$ cat config.mk
export PLATFORM = sky130hd
export DESIGN_NAME = sfir_mac
export DESIGN_NICKNAME = d
export VERILOG_FILES = /design/src/sv/sfir_pkg.sv /design/src/sv/sfir_mac.sv
export SDC_FILE = /design/constraint.sdc
export NUM_CORES = 1
export LEC_CHECK = 0
export BUFFER_PORTS_ARGS = -buffer_cell sky130_fd_sc_hd__buf_2
export CAP_MARGIN = 5
export CORE_AREA = 2 2 195 149
export CTS_CLUSTER_DIAMETER = 80
export DETAILED_ROUTE_END_ITERATION = 8
export DIE_AREA = 0 0 197 151
export PLACE_DENSITY = 0.81
export SYNTH_ARGS = -nofsm -noshare
export SYNTH_HDL_FRONTEND = slang
export SYNTH_SLANG_ARGS = --single-unit
$ cat constraint.sdc
create_clock -name clk_i -period 9.8 [get_ports clk_i]
set_clock_uncertainty 0.2 [all_clocks]
set_input_delay 1.47 -clock clk_i [delete_from_list [all_inputs] [get_ports clk_i]]
set_output_delay 1.47 -clock clk_i [all_outputs]
set_load 0.005 [all_outputs]
$ cat src/sv/sfir_pkg.sv
// Shared widths, command codes and control types of the stereo FIR filter.
package sfir_pkg;

  localparam int unsigned SMP_W  = 16;
  localparam int unsigned COEF_W = 18;
  localparam int unsigned PROD_W = SMP_W + COEF_W;
  localparam int unsigned FRAC_W = 16;

  localparam logic signed [COEF_W-1:0] COEF_UNITY = 18'sd65536;

  typedef enum logic [1:0] {
    CMD_SAMPLE   = 2'd0,
    CMD_WR_LEFT  = 2'd1,
    CMD_WR_RIGHT = 2'd2
  } cmd_e;

  typedef struct packed {
    logic clr;
    logic en;
  } mac_ctrl_t;

endpackage

$ cat src/sv/sfir_mac.sv
// Multiply-accumulate unit of one channel with rounding and saturation of the sum.
module sfir_mac import sfir_pkg::*; #(
  parameter int unsigned ACC_W = 42
) (
  input  logic                     clk_i,
  input  logic                     rst_ni,
  input  mac_ctrl_t                ctrl_i,
  input  logic signed [COEF_W-1:0] coef_i,
  input  logic signed [SMP_W-1:0]  smp_i,
  output logic                     busy_o,
  output logic signed [SMP_W-1:0]  res_o
);

  localparam logic signed [ACC_W:0] RND_HALF =
    {{(ACC_W - FRAC_W + 1){1'b0}}, 1'b1, {(FRAC_W - 1){1'b0}}};
  localparam logic signed [ACC_W-FRAC_W:0] SAT_MAX = (ACC_W - FRAC_W + 1)'(32767);
  localparam logic signed [ACC_W-FRAC_W:0] SAT_MIN = (ACC_W - FRAC_W + 1)'(-32768);

  logic signed [PROD_W-1:0]       prod_q;
  logic                           pv_q;
  logic signed [ACC_W-1:0]        acc_q;
  logic signed [ACC_W:0]          rnd;
  logic signed [ACC_W-FRAC_W:0]   quo;

  always_ff @(posedge clk_i or negedge rst_ni) begin
    if (!rst_ni) begin
      pv_q <= 1'b0;
    end else begin
      pv_q <= ctrl_i.en;
    end
  end

  always_ff @(posedge clk_i) begin
    if (ctrl_i.en) begin
      prod_q <= coef_i * smp_i;
    end
    if (ctrl_i.clr) begin
      acc_q <= '0;
    end else if (pv_q) begin
      acc_q <= acc_q + ACC_W'(prod_q);
    end
  end

  assign rnd = $signed({acc_q[ACC_W-1], acc_q}) + RND_HALF;
  assign quo = rnd[ACC_W:FRAC_W];

  always_comb begin
    if (quo > SAT_MAX) begin
      res_o = 16'sh7fff;
    end else if (quo < SAT_MIN) begin
      res_o = 16'sh8000;
    end else begin
      res_o = quo[SMP_W-1:0];
    end
  end

  assign busy_o = pv_q;

endmodule

==> flow_metrics.py <==
metrics = {
    "routing": {
        "viasPerCell": 5.64,
        "num_vias": 12500,
        "drt_first_pass_iters": 6,
        "wirelength_um": 36300,
        "wl_per_cell_um": 16.4,
        "route.detailed.drc": 0,
        "ant_nets": 0,
        "first_iter_violations": 779,
    },
    "timing": {
        "clock.fmax_mhz": 130,
        "hold_viol": 0,
        "max_slew_margin_pct": 42.6,
        "fin_crit_sh_pct": 78.7,
        "rsz0062_at_grt": "false",
        "fin_tns_setup_ns": 0,
        "setup_violations": 0,
        "period_minus_slack_ns": 7.71,
        "slew_viol_final": 0,
        "tightest_slew_ns": 0.861,
    },
    "finish": {
        "final_cells": 2214,
        "drive_gt1_share_pct": 5.65,
        "multiInputGateArea_um2": 12800,
        "final_common_cell": "inv_1",
        "final_util_pct": 62.1,
        "n_fill_cell": 2306,
        "mostFrequentLayoutCells": "inv_1 (396), fa_1 (291), nand2_1 (186), and2_1 (139), ha_1 (128)",
        "fin_nets": 2309,
        "diodes": 0,
        "seqCellArea_um2": 1890,
        "area_delta_synth_final_pct": 4.75,
    },
    "critical_path": {
        "reg2reg_depth": 10,
        "worstSetupPathType": "in -> reg",
        "worstPathArrival_ns": 7.69,
        "rrSetupSlack_ns": 6.13,
        "worstPathRequired_ns": 9.79,
        "worstSetupStartpointType": "primary input",
        "end_kind": "flip-flop",
        "crit_fanout": 18,
    },
    "placement": {
        "hpwl_um": 29500,
        "io_buffers": 54,
        "gp_congestion": 0.909,
        "place_inst": 2198,
    },
    "synthesis": {
        "syn_nets": 2309,
        "yosysTopAreaCellShare_pct": 35.4,
        "ys_ff_latch": 77,
        "yosys.cell_types.count": 77,
        "synth-edff-count": 34,
        "ys_warn_count": 0,
        "yosys.area.top_type": "fa_1",
        "ys.flop_type": "dfxtp_1",
        "synth.avg_cell_area_um2": 8.88,
        "synthTopCellsByArea": "fa_1 (35%), ha_1 (9.7%), inv_1 (9.0%)",
        "synthesis.area_um2": 16400,
        "yosysSeqAreaShare_pct": 11.5,
        "async_reset_ff_share_pct": 1.30,
        "syn_inst": 1852,
    },
    "clocking": {
        "numClockSinks": 77,
        "numCtsBuffers": 9,
        "htree_levels": 3,
        "cts_tree": "built",
        "clkTransAtPathRegs_ns": 0.07,
        "postCtsResizedCells": 0,
        "root_buffer": "clkbuf_16",
        "postCtsHoldBufs": 0,
        "post_cts_buffers": 0,
        "insertion_delay_ns": 0.35,
        "clock_path_buffers": 2,
    },
    "global_route": {
        "antenna_found_initial": 0,
        "grt-ovfl-total": 0,
        "first_global_vias": 13200,
        "grt_pass1_wl_um": 63500,
        "grt.total_usage_pct": 26.7,
        "grt_max_degree": 68,
    },
    "floorplanning": {
        "fp.dieH_um": 151,
        "dieArea_um2": 29700,
        "initial_core_util_pct": 59.3,
        "die_w_um": 197,
        "pin_count": 55,
        "num_rows": 53,
        "core-area_um2": 27700,
    },
    "run": {
        "drv_cap": 0,
    },
    "run_status": {
        "status": "finished, final reports clean",
    },
    "hold_path": {
        "hold_class": "reg -> reg",
        "hold_depth": 2,
    },
}
worst max-delay path: stages:
cell and delay, ns:
buf_2 0.30, nand2_1 0.16, inv_1 0.16, fa_1 0.42, inv_1 0.28, fa_1 0.50
inv_1 0.40, fa_1 0.50, fa_1 0.47, fa_1 0.55, inv_1 0.06, fa_1 0.53
inv_1 0.04, ha_1 0.38, nand4_1 0.14, nor2_1 0.12, a211oi_1 0.06, inv_1 0.11
and4_1 0.25, a31oi_1 0.16, or4b_1 0.53, o2111ai_1 0.11
Yosys cell counts (all sizes together), types with 12 or more instances:
| master | count |
|---|---|
| nand2 | 186 |
| and3 | 12 |
| a21o | 27 |
| nand3 | 23 |
| fa | 291 |
| a21oi | 57 |
| ha | 128 |
| edfxtp | 34 |
| mux2i | 20 |
| o21ai | 50 |
| a31oi | 14 |
| clkbuf | 59 |
| xor2 | 35 |
| nand4 | 21 |
| inv | 396 |
| nand2b | 34 |
| dfxtp | 42 |
| and2 | 139 |
| nor2 | 89 |
| xnor2 | 50 |
layer usage:
layer,routed length (um),share of wire [%],vias up,global-route usage (%)
met5,0,0,-,0
met4,893,2.5,0,7.41
met3,2450,6.8,66,3.81
met2,17700,49,430,46.4
met1,15200,42,6201,35.3
li1,-,-,5795,-
cell families after synthesis:
family	count (synthesis)	synth area share, %
fa+ha+maj	419	45.2
xor+xnor	85	4.57
compound gates	235	9.50
buf+inv	463	10.7
flops	77	11.5
simple gates	550	17.1
mux	23	1.42
registers in the layout (all words and copies together), names as in the netlist:
register and flops:
busy_o 1, acc_q 42, prod_q 34
area by class of cell:
| cell class | count | area share, % |
|---|---|---|
| well taps | 357 | 2.59 |
| clock buffers | 9 | 1.31 |
| clock inverters | 7 | 0.567 |
| inverters | 396 | 8.63 |
| flip-flops and latches | 77 | 11.0 |
| multi-input cells | 1312 | 74.3 |
| repair buffers | 56 | 1.66 |
worst paths after layout:
check                                            start                      to
worst max-delay path                          smp_i[1]    prod_q[31]$_DFFE_PP_
worst min-delay path             acc_q[9]$_SDFFE_PP0P_   acc_q[9]$_SDFFE_PP0P_
worst max register to register  acc_q[17]$_SDFFE_PP0P_  acc_q[41]$_SDFFE_PP0P_
worst min register to register   acc_q[9]$_SDFFE_PP0P_   acc_q[9]$_SDFFE_PP0P_
max in group asynchronous                       rst_ni        busy_o$_DFF_PN0_
min in group asynchronous                       rst_ni        busy_o$_DFF_PN0_
per-stage QoR:
step	hold slack [ns]	cell area, um2	worst slack [ns]
6_report	0.276	17200	2.09
3_3_place_gp	0.264	16900	1.93
5_1_grt	0.303	17200	1.67
4_1_cts	0.283	17200	2.12
2_1_floorplan	0.250	16400	2.27
3_5_place_dp	0.274	16900	1.77
Power is left out: the tool's default activity adds up to more than one toggle a clock period on the data nets, which glitch-free logic cannot reach.
